===== src/rtl/mavw_pkg.sv =====
// Package: shared constants and state type of the moving average block.
`timescale 1ns / 1ps

package mavw_pkg;

    localparam int SAMPLE_W       = 12;
    localparam int WINDOW_DEFAULT = 16;

    typedef enum logic [1:0] {
        ST_IDLE,
        ST_UPDATE,
        ST_DIV,
        ST_DONE
    } state_t;

endpackage


===== src/rtl/mavw_sdiv.sv =====
// Bit-serial restoring divider: one quotient bit per cycle.
`timescale 1ns / 1ps

module mavw_sdiv #(
    parameter int DIVIDEND_W = 16,
    parameter int DIVISOR_W  = 5
) (
    input  logic                  aclk,
    input  logic                  aresetn,
    input  logic                  start,
    input  logic [DIVIDEND_W-1:0] dividend,
    input  logic [DIVISOR_W-1:0]  divisor,
    output logic                  done,
    output logic [DIVIDEND_W-1:0] quotient
);

    localparam int CNT_W = $clog2(DIVIDEND_W + 1);

    logic                  busy_reg, busy_next;
    logic                  done_reg, done_next;
    logic [CNT_W-1:0]      cnt_reg, cnt_next;
    logic [DIVIDEND_W-1:0] dq_reg, dq_next;
    logic [DIVISOR_W-1:0]  rem_reg, rem_next;
    logic [DIVISOR_W-1:0]  div_reg, div_next;
    logic [DIVISOR_W:0]    trial;
    logic [DIVISOR_W:0]    diff;
    logic                  qbit;

    // One restoring step: bring down the next dividend bit, try the subtract.
    always_comb begin
        trial = {rem_reg, dq_reg[DIVIDEND_W-1]};
        diff  = trial - {1'b0, div_reg};
        qbit  = (trial >= {1'b0, div_reg});
    end

    always_comb begin
        busy_next = busy_reg;
        done_next = 1'b0;
        cnt_next  = cnt_reg;
        dq_next   = dq_reg;
        rem_next  = rem_reg;
        div_next  = div_reg;
        if (start) begin
            busy_next = 1'b1;
            cnt_next  = '0;
            dq_next   = dividend;
            rem_next  = '0;
            div_next  = divisor;
        end else if (busy_reg) begin
            dq_next  = {dq_reg[DIVIDEND_W-2:0], qbit};
            rem_next = qbit ? diff[DIVISOR_W-1:0] : trial[DIVISOR_W-1:0];
            cnt_next = cnt_reg + 1'b1;
            if (cnt_reg == CNT_W'(DIVIDEND_W - 1)) begin
                busy_next = 1'b0;
                done_next = 1'b1;
            end
        end
    end

    always_ff @(posedge aclk) begin
        if (!aresetn) begin
            busy_reg <= 1'b0;
            done_reg <= 1'b0;
            cnt_reg  <= '0;
        end else begin
            busy_reg <= busy_next;
            done_reg <= done_next;
            cnt_reg  <= cnt_next;
        end
    end

    always_ff @(posedge aclk) begin
        dq_reg  <= dq_next;
        rem_reg <= rem_next;
        div_reg <= div_next;
    end

    assign done     = done_reg;
    assign quotient = dq_reg;

endmodule


===== src/rtl/moving_average_warmup.sv =====
// Top level: sliding-window average of 12-bit samples with warm-up divisor.
`timescale 1ns / 1ps
// Usage:
//   Input channel s_valid / s_ready / s_sample_value carries one sample per
//   request. Result channel m_valid / m_ready / m_average returns exactly one
//   average per sample, in order: the truncated mean of the samples now held
//   in the window (at most WINDOW of them; fewer during warm-up).
//   From accept to m_valid the steps are, in order: the sum update, the
//   bit-serial divider over SUM_W bits, where SUM_W is the running-sum width
//   ($clog2(WINDOW * 4095 + 1), 16 at WINDOW = 16), its done flag, and the
//   load of the output register. One sample is worked at a time and s_ready
//   returns the cycle after the load, so a new request is taken only once
//   the last result is loaded; the divider retires one quotient bit per cycle.
//   The output register holds a finished result while the next sample is
//   taken in; if the receiver still stalls when the next result is ready,
//   the block holds that result and keeps s_ready low until m_ready frees
//   the output register.
//   Reset (aresetn low, synchronous) empties the window: fill count, write
//   position and running sum go to zero. The window memory is not swept;
//   entries not yet written in the first pass are treated as zero.
//
module moving_average_warmup #(
    parameter int WINDOW = mavw_pkg::WINDOW_DEFAULT
) (
    input  logic                          aclk,
    input  logic                          aresetn,
    input  logic                          s_valid,
    output logic                          s_ready,
    input  logic [mavw_pkg::SAMPLE_W-1:0] s_sample_value,
    output logic                          m_valid,
    input  logic                          m_ready,
    output logic [mavw_pkg::SAMPLE_W-1:0] m_average
);

    import mavw_pkg::*;

    localparam int SUM_W = $clog2(WINDOW * 4095 + 1);
    localparam int CNT_W = $clog2(WINDOW + 1);
    localparam int POS_W = (WINDOW > 1) ? $clog2(WINDOW) : 1;

    state_t state_reg, state_next;

    logic [POS_W-1:0]    pos_reg, pos_next;
    logic [CNT_W-1:0]    fill_reg, fill_next;
    logic [SUM_W-1:0]    sum_reg, sum_next;
    logic [SAMPLE_W-1:0] sample_reg;
    logic [SAMPLE_W-1:0] rd_data_reg;
    logic [SAMPLE_W-1:0] mem [WINDOW];
    logic                m_valid_reg, m_valid_next;
    logic [SAMPLE_W-1:0] m_average_reg;

    logic                accept;
    logic                full;
    logic [SAMPLE_W-1:0] old_value;
    logic                update;
    logic                load;
    logic                div_done;
    logic [SUM_W-1:0]    quotient;

    assign accept = s_valid && s_ready;

    // Positions are written in order from zero, so until the window is full
    // the entry at the write position has never been written: read it as zero.
    assign full      = (fill_reg == CNT_W'(WINDOW));
    assign old_value = full ? rd_data_reg : '0;

    // Next state.
    always_comb begin
        state_next = state_reg;
        case (state_reg)
            ST_IDLE:   if (s_valid)  state_next = ST_UPDATE;
            ST_UPDATE: state_next = ST_DIV;
            ST_DIV:    if (div_done) state_next = ST_DONE;
            ST_DONE:   if (!m_valid_reg || m_ready) state_next = ST_IDLE;
            default:   state_next = ST_IDLE;
        endcase
    end

    // Control outputs.
    always_comb begin
        s_ready = 1'b0;
        update  = 1'b0;
        load    = 1'b0;
        case (state_reg)
            ST_IDLE:   s_ready = 1'b1;
            ST_UPDATE: update  = 1'b1;
            ST_DIV:    ;
            ST_DONE:   load    = !m_valid_reg || m_ready;
            default:   ;
        endcase
    end

    // Window bookkeeping: drop the oldest sample, add the new one, advance.
    always_comb begin
        sum_next  = sum_reg - SUM_W'(old_value) + SUM_W'(sample_reg);
        fill_next = full ? fill_reg : fill_reg + 1'b1;
        pos_next  = (pos_reg == POS_W'(WINDOW - 1)) ? '0 : pos_reg + 1'b1;
    end

    // Output register: hold until taken.
    always_comb begin
        m_valid_next = m_valid_reg;
        if (load) begin
            m_valid_next = 1'b1;
        end else if (m_ready) begin
            m_valid_next = 1'b0;
        end
    end

    always_ff @(posedge aclk) begin
        if (!aresetn) begin
            state_reg   <= ST_IDLE;
            pos_reg     <= '0;
            fill_reg    <= '0;
            sum_reg     <= '0;
            m_valid_reg <= 1'b0;
        end else begin
            state_reg   <= state_next;
            m_valid_reg <= m_valid_next;
            if (update) begin
                pos_reg  <= pos_next;
                fill_reg <= fill_next;
                sum_reg  <= sum_next;
            end
        end
    end

    // Window memory: read on accept, write back in the update cycle.
    always_ff @(posedge aclk) begin
        if (accept) begin
            rd_data_reg <= mem[pos_reg];
        end
        if (update) begin
            mem[pos_reg] <= sample_reg;
        end
    end

    always_ff @(posedge aclk) begin
        if (accept) begin
            sample_reg <= s_sample_value;
        end
        if (load) begin
            m_average_reg <= quotient[SAMPLE_W-1:0];
        end
    end

    // Divide the updated sum by the updated fill count, never zero.
    mavw_sdiv #(
        .DIVIDEND_W (SUM_W),
        .DIVISOR_W  (CNT_W)
    ) u_sdiv (
        .aclk     (aclk),
        .aresetn  (aresetn),
        .start    (update),
        .dividend (sum_next),
        .divisor  (fill_next),
        .done     (div_done),
        .quotient (quotient)
    );

    assign m_valid   = m_valid_reg;
    assign m_average = m_average_reg;

endmodule


===== config.mk =====
export PLATFORM = sky130hd
export DESIGN_NAME = moving_average_warmup
export DESIGN_NICKNAME = d
export VERILOG_FILES = /design/src/rtl/mavw_pkg.sv /design/src/rtl/mavw_sdiv.sv /design/src/rtl/moving_average_warmup.sv
export SDC_FILE = /design/constraint.sdc
export NUM_CORES = 1
export LEC_CHECK = 0
export BUFFER_PORTS_ARGS = -buffer_cell sky130_fd_sc_hd__buf_2
export CORE_ASPECT_RATIO = 1.1
export CORE_MARGIN = 4
export CORE_UTILIZATION = 40
export DETAILED_ROUTE_END_ITERATION = 8
export GPL_ROUTABILITY_DRIVEN = 0
export GPL_TIMING_DRIVEN = 1
export PLACE_DENSITY_LB_ADDON = 0.05
export SLEW_MARGIN = 20
export SYNTH_ARGS = -nofsm -noshare
export SYNTH_HDL_FRONTEND = slang
export SYNTH_SLANG_ARGS = --single-unit

===== constraint.sdc =====
create_clock -name aclk -period 5.3 [get_ports aclk]
set_input_delay 1.06 -clock aclk [delete_from_list [all_inputs] [get_ports aclk]]
set_output_delay 1.06 -clock aclk [all_outputs]
set_load 0.02 [all_outputs]

======== After elaboration in Yosys (flattened, before gate mapping) ========
Memories as Yosys holds them, arrays and structs flattened. A register that Yosys moved wholly into a read port is not among the register bits.
Index checks and enable logic that the tools add are counted.
storage, ports and cells
  register bits after elaboration ......... 85
  word-level logic and storage cells ...... 62
  memories kept ........................... 1
  memory bits (writable) .................. 192
  output and inout port bits .............. 14
cells by class
  equal/unequal tests ..................... 9
  muxes and demuxes ....................... 21
  $add $sub $neg .......................... 6
  bitwise gates (word level) .............. 2
  magnitude comparators ................... 1
  reduce and logical (&&, ||, !) cells .... 9
memories
  memory  words  bits a word  rd ports  clocked after Yosys merged registers in  wr ports  RTL line                     RTL
  mem     16     12           1         1                                        1         moving_average_warmup.sv:48  logic [SAMPLE_W-1:0] mem [WINDOW];
operator list
  cell                                                                      count
  16-bit two-way mux                                                        2
  16-bit by 12-bit adder with 16-bit output                                 1
  16-bit by 12-bit subtractor with 16-bit output                            1
  12-bit two-way mux                                                        1
  1-bit two-way mux                                                         11
  5-bit by 1-bit adder with 5-bit output (second input constant)            2
  5-bit two-way mux                                                         2
  2-bit case mux with 4 select lines                                        1
  6-bit by 5-bit greater-or-equal comparator with 1-bit output              1
  2-bit two-way mux                                                         3
  5-bit by 4-bit == test with 1-bit output (second input constant)          1
  5-bit == test (second input constant)                                     1
  5-bit subtractor                                                          1
  4-bit by 1-bit adder with 4-bit output (second input constant)            1
  2-bit == test (second input constant)                                     2
  4-bit == test (second input constant)                                     1
  4-bit two-way mux                                                         1
  2-bit inequality test (second input constant)                             2
  2-bit nonzero test                                                        2
  3-bit AND reduction                                                       1
  3-bit OR reduction                                                        1
  2-bit by 1-bit == test with 1-bit output (second input constant)          1
  2-bit logical NOT                                                         1
  2-bit by 1-bit inequality test with 1-bit output (second input constant)  1
  other kinds (5)                                                           6

======== Depth between registers and ports, before layout ========
  depth after elaboration ................. 5
  depth in mapped cells ................... 16
  depth with buffers taken out ............ 15

======== By module ========
Synthesis repeated with hierarchy kept, for this count alone.
second synthesis, totals
  cell total of the unflattened synthesis .. 784
  area total of the unflattened synthesis .. 12,759.7 um^2
modules (own cells, without submodules)
  module                 times used  sequential area each (um^2)  area each (um^2)  cells each
  moving_average_warmup  1           7,407.1                      11,190.7          657
  mavw_sdiv              1           870.8                        1,569.0           127

======== Least setup slack after synthesis ========
Ideal clock, no wire load.
  path type ............................... reg2reg
  from .................................... register fill_reg[0]
  to ...................................... register u_sdiv.dq_reg[14], in the netlist u_sdiv.quotient[14], data pin
  path slack .............................. 1.697 ns
  arrival time ............................ 3.343 ns
  buffers on the path ..................... 1
  period minus slack after synthesis ...... 3.603 ns
  cell stages (with the launch flop) ...... 16
  cell sequence ........................... dfxtp_1 inv_1 ha_1 nand2_1 nor3_1 clkbuf_1 and2_1 fa_1 inv_1 ha_1 a21o_1 a311oi_2 nor2_2 a2111oi_4 xnor2_1 mux2_4
on the way
  word-level cells in the longest chain between the ends .. 5
RTL lines
  what                                            RTL line                      RTL
  start: declaration                              moving_average_warmup.sv:44   logic [CNT_W-1:0] fill_reg, fill_next;
  start signal: assignment                        moving_average_warmup.sv:122  fill_reg <= fill_next;
  5-bit == test                                   moving_average_warmup.sv:64   assign full = (fill_reg == CNT_W'(WINDOW));
  12-bit two-way mux                              moving_average_warmup.sv:65   assign old_value = full ? rd_data_reg : '0;
  16-bit by 12-bit subtractor with 16-bit output  moving_average_warmup.sv:95   sum_next = sum_reg - SUM_W'(old_value) + SUM_W'(sample_reg);
  16-bit by 12-bit adder with 16-bit output       moving_average_warmup.sv:95
  16-bit two-way mux                              mavw_sdiv.sv:43               if (start) begin
  via u_sdiv.dq_next[14]                          mavw_sdiv.sv:22               logic [DIVIDEND_W-1:0] dq_reg, dq_next;
  end signal: assignment                          mavw_sdiv.sv:73               dq_reg <= dq_next;
  end: declaration                                mavw_sdiv.sv:22
The timed path passes the listed nets, and every way through them passes these cells.
A chain may end at the register's enable or synchronous reset.

======== Worst setup path in the final report ========
Same ends and word-level chain as after synthesis.

==> results.md <==
- Hold_buf cts: 0
- Startpoint class of the critical path: register
- Maximum VDD drop: 0.340 mV
- Syn-to-layout area delta: 13.1%
- Root buf cell: clkbuf_16
- Share of layout cells above drive strength 1: 0.191
- RSZ-0062 raised after global routing: false
- Setup violations, final: 0
- Synth unique cells: 54
- Crit path max fanout: 15
- Max Transition Viols Final: 0
- Sequential Area: 8280 µm²
- Cell family with most CP delay: adder cells
- Row count: 67
- Initial core utilization: 0.408
- Die Y: ~190 µm
- Reg clk slew, reported paths: roughly 0.060 ns
- Status: finished, final reports clean
- Initial antenna violation count: 0
- Clock Sinks: 289
- Drt drc: 0
- Final wirelength: roughly 27000 µm
- DP Worst Slack: approximately 1.4 ns
- First-pass GRT wire length: ~42000 µm
- Hold/Removal Path Class: register to register
- Area of the core: between 30000 and 40000 µm²
- Critical path, cell by cell: inv_1 -> ha_1 -> nand2_1 -> nor3_1 -> buf_4 -> and2_1 -> fa_1 -> inv_1 -> fa_1 -> a21o_1 -> a311oi_2 -> nor2_2 -> a2111oi_4 -> xnor2_1 -> mux2_4
- Cell area after synthesis: about 13000 µm²
- Max-cap violations: 0
- CTS Buffer Depth: 3
- Leakage power: between 4 and 5 nW
- Sequential share of the synthesized area: 0.661
- Clk_skew: about 0.016 ns
- Top_reg_cell synth: edfxtp_1
- Final hold violation count: 0
- Mean post-synth cell area: roughly 16 µm²
- First-pass detailed-route iteration total: 5
- DR vias: approximately 6500
- Utilization after layout: 0.461
- Post-route ant nets: 0
- Synth warn: 0
- Overall Power: approximately 0.008 W
- CTS tree: built
- Tmin final: slightly below 4 ns
- H-tree lvl count: 1
- Clock buffers created by TritonCTS: 31
- F_max: approximately 260 MHz
- Post-route setup slack: 1.40 ns
- Synth Net Count: 843
- Overall routing resource usage: 0.159
- Min Hold Slack: between 0.4 and 0.5 ns
- Routed length per instance: 21.3 µm
- CP Capture Type: register
- Post-Syn Instances: about 800
- Slowest stage delay, CP: 0.47 ns
- Post-CTS Setup Inserts: 0
- Fraction of registers with async set/reset: 0
- Fin Setup TNS: 0 ns
- Max FFs per register: 192
- Fin crit share: 0.736
- Worst-Margin Slew: 1.10 ns
- Vias/cell: between 5 and 6
- Fill count: 2685
- Initial drt markers: ~340
- WP data required: roughly 5.6 ns
- Total grt overflow: 0
- PortBufs: 29
- Die Wd: ~180 µm
- Clk Latency, worst-skew pair: approximately 0.56 ns
- Die area: about 34000 µm²
- Post-DP HPWL: 16000 µm
- CP Buf/Inv Count: 3
- Area of the multi-input gates: approximately 3800 µm²
- Ant diodes: 0
- Power per cell area: ~560 nW/µm²
- Arrival time at the worst endpoint: 4.21 ns
- I/O pin count: 30
- Vias in the first global route: approximately 6800
- Largest net degree at the start of global routing: 55
- Post-synth EDFFs: ~250
- Fin nets: approximately 880
- Post-cts sizing count: 0
- CP Class: register to register
- Slowest-stage cell, CP: fa_1
- Flops & latches, synth: roughly 290
- Rel. slew slack: 0.269
==> worst register-to-register path, cell delays in order, from the launching register on <==
cell and delay (ns):
dfxtp_1 0.41, inv_1 0.10, ha_1 0.21, nand2_1 0.07, nor3_1 0.04, buf_4 0.19, and2_1 0.18, fa_1 0.47
inv_1 0.07, fa_1 0.46, a21o_1 0.21, a311oi_2 0.35, nor2_2 0.14, a2111oi_4 0.39, xnor2_1 0.12, mux2_4 0.26
==> metal layers <==
layer / global-route usage / part of all wire / up-vias
met2: 0.264 / 0.49 / 152
met4: 0.0390 / 0.024 / 0
li1: - / - / 3000
met1: 0.218 / 0.44 / 3261
met5: 0 / 0 / -
met3: 0.0299 / 0.049 / 51
==> cells by family after synthesis <==
kind of cell    share of synthesized area
compound gates                     0.0508
xor+xnor                           0.0182
buf+inv                            0.0341
fa+ha+maj                          0.0538
mux                                 0.122
simple gates                       0.0592
flops                               0.661
==> report_power, final <==
part,internal [W],leakage [nW],switching [W]
Clock,0.00133,0.507,0.000869
Sequential,0.00297,2.59,0.000291
Combinational,0.00113,1.79,0.00136
Total,0.00543,4.90,0.00252
==> synthesized netlist by cell type (2+ instances only) <==
library cell | instances | area [µm²]
nand2b_1 | 3 | 18.8
and3_1 | 7 | 43.8
and4_1 | 2 | 17.5
a21boi_0 | 7 | 52.6
o31a_1 | 2 | 17.5
nand3_1 | 8 | 40.0
and2_1 | 35 | 219
ha_1 | 33 | 413
nor2b_1 | 10 | 62.6
nor2_1 | 29 | 109
o21a_1 | 2 | 15.0
nor3_1 | 3 | 15.0
a22o_1 | 5 | 43.8
edfxtp_1 | 249 | 7480
a211o_1 | 2 | 17.5
o21ai_0 | 18 | 90.1
inv_1 | 77 | 289
fa_1 | 13 | 260
a211oi_1 | 5 | 37.5
o21bai_1 | 3 | 22.5
a31oi_1 | 5 | 31.3
xnor2_1 | 20 | 175
mux2i_1 | 11 | 110
xor2_1 | 6 | 52.6
buf_2 | 8 | 40.0
nand4_1 | 5 | 31.3
buf_1 | 2 | 7.51
a21o_1 | 7 | 52.6
a311o_1 | 2 | 20.0
mux4_2 | 60 | 1350
nand2_1 | 31 | 116
nor4b_1 | 2 | 17.5
o211ai_1 | 3 | 22.5
dfxtp_1 | 40 | 801
clkbuf_1 | 22 | 82.6
a21oi_1 | 22 | 110
mux2_2 | 5 | 56.3
==> stage by stage <==
step / cell area, µm² / cells
after floorplan: 12500 / 781
after global placement: 13100 / 1200
after detailed placement: 13100 / 1200
after CTS: 14200 / 1257
after global routing: 14200 / 1257
final: 14200 / 1257
==> layout by cell type, fill, tap and decap left out, types with 3 or more instances in the layout <==
cell	Yosys	layout
and2_1	35	35
and3_1	7	7
edfxtp_1	249	249
clkinv_1	0	4
xnor2_1	20	20
dfxtp_1	40	38
o21ai_0	18	18
buf_2	8	29
a31oi_1	5	5
a22o_1	5	5
clkbuf_16	0	31
clkinv_2	0	5
mux2i_1	11	11
o21bai_1	3	3
a21o_1	7	7
nand3_1	8	8
bufinv_16	0	5
mux2_2	5	5
fa_1	13	13
a211oi_1	5	5
nor2_1	29	29
clkbuf_1	22	7
o211ai_1	3	3
nor2b_1	10	10
ha_1	33	32
a21oi_1	22	22
buf_4	1	9
nand4_1	5	5
inv_1	77	77
nand2_1	31	31
xor2_1	6	6
nand2b_1	3	3
mux4_2	60	60
nor3_1	3	3
a21boi_0	7	7
==> final timing paths <==
check / from / end / slack, ns / cells after the start
worst max register to register: fill_reg[0] / u_sdiv.quotient[14] / 1.40 / 15
worst min-delay path: u_sdiv.quotient[4] / m_average[4] / 0.45 / 0
worst min register to register: u_sdiv.quotient[4] / m_average[4] / 0.45 / 0
worst max-delay path: fill_reg[0] / u_sdiv.quotient[14] / 1.40 / 15
==> area by class of cell <==
| type | instances | area share |
|---|---|---|
| flip-flops and latches | 289 | 0.585 |
| multi-input cells | 382 | 0.269 |
| clock buffers | 39 | 0.0576 |
| well taps | 414 | 0.0366 |
| inverters | 77 | 0.0204 |
| clock inverters | 18 | 0.0158 |
| repair buffers | 38 | 0.0150 |
Note: power is estimated with default switching activity, not from simulation.
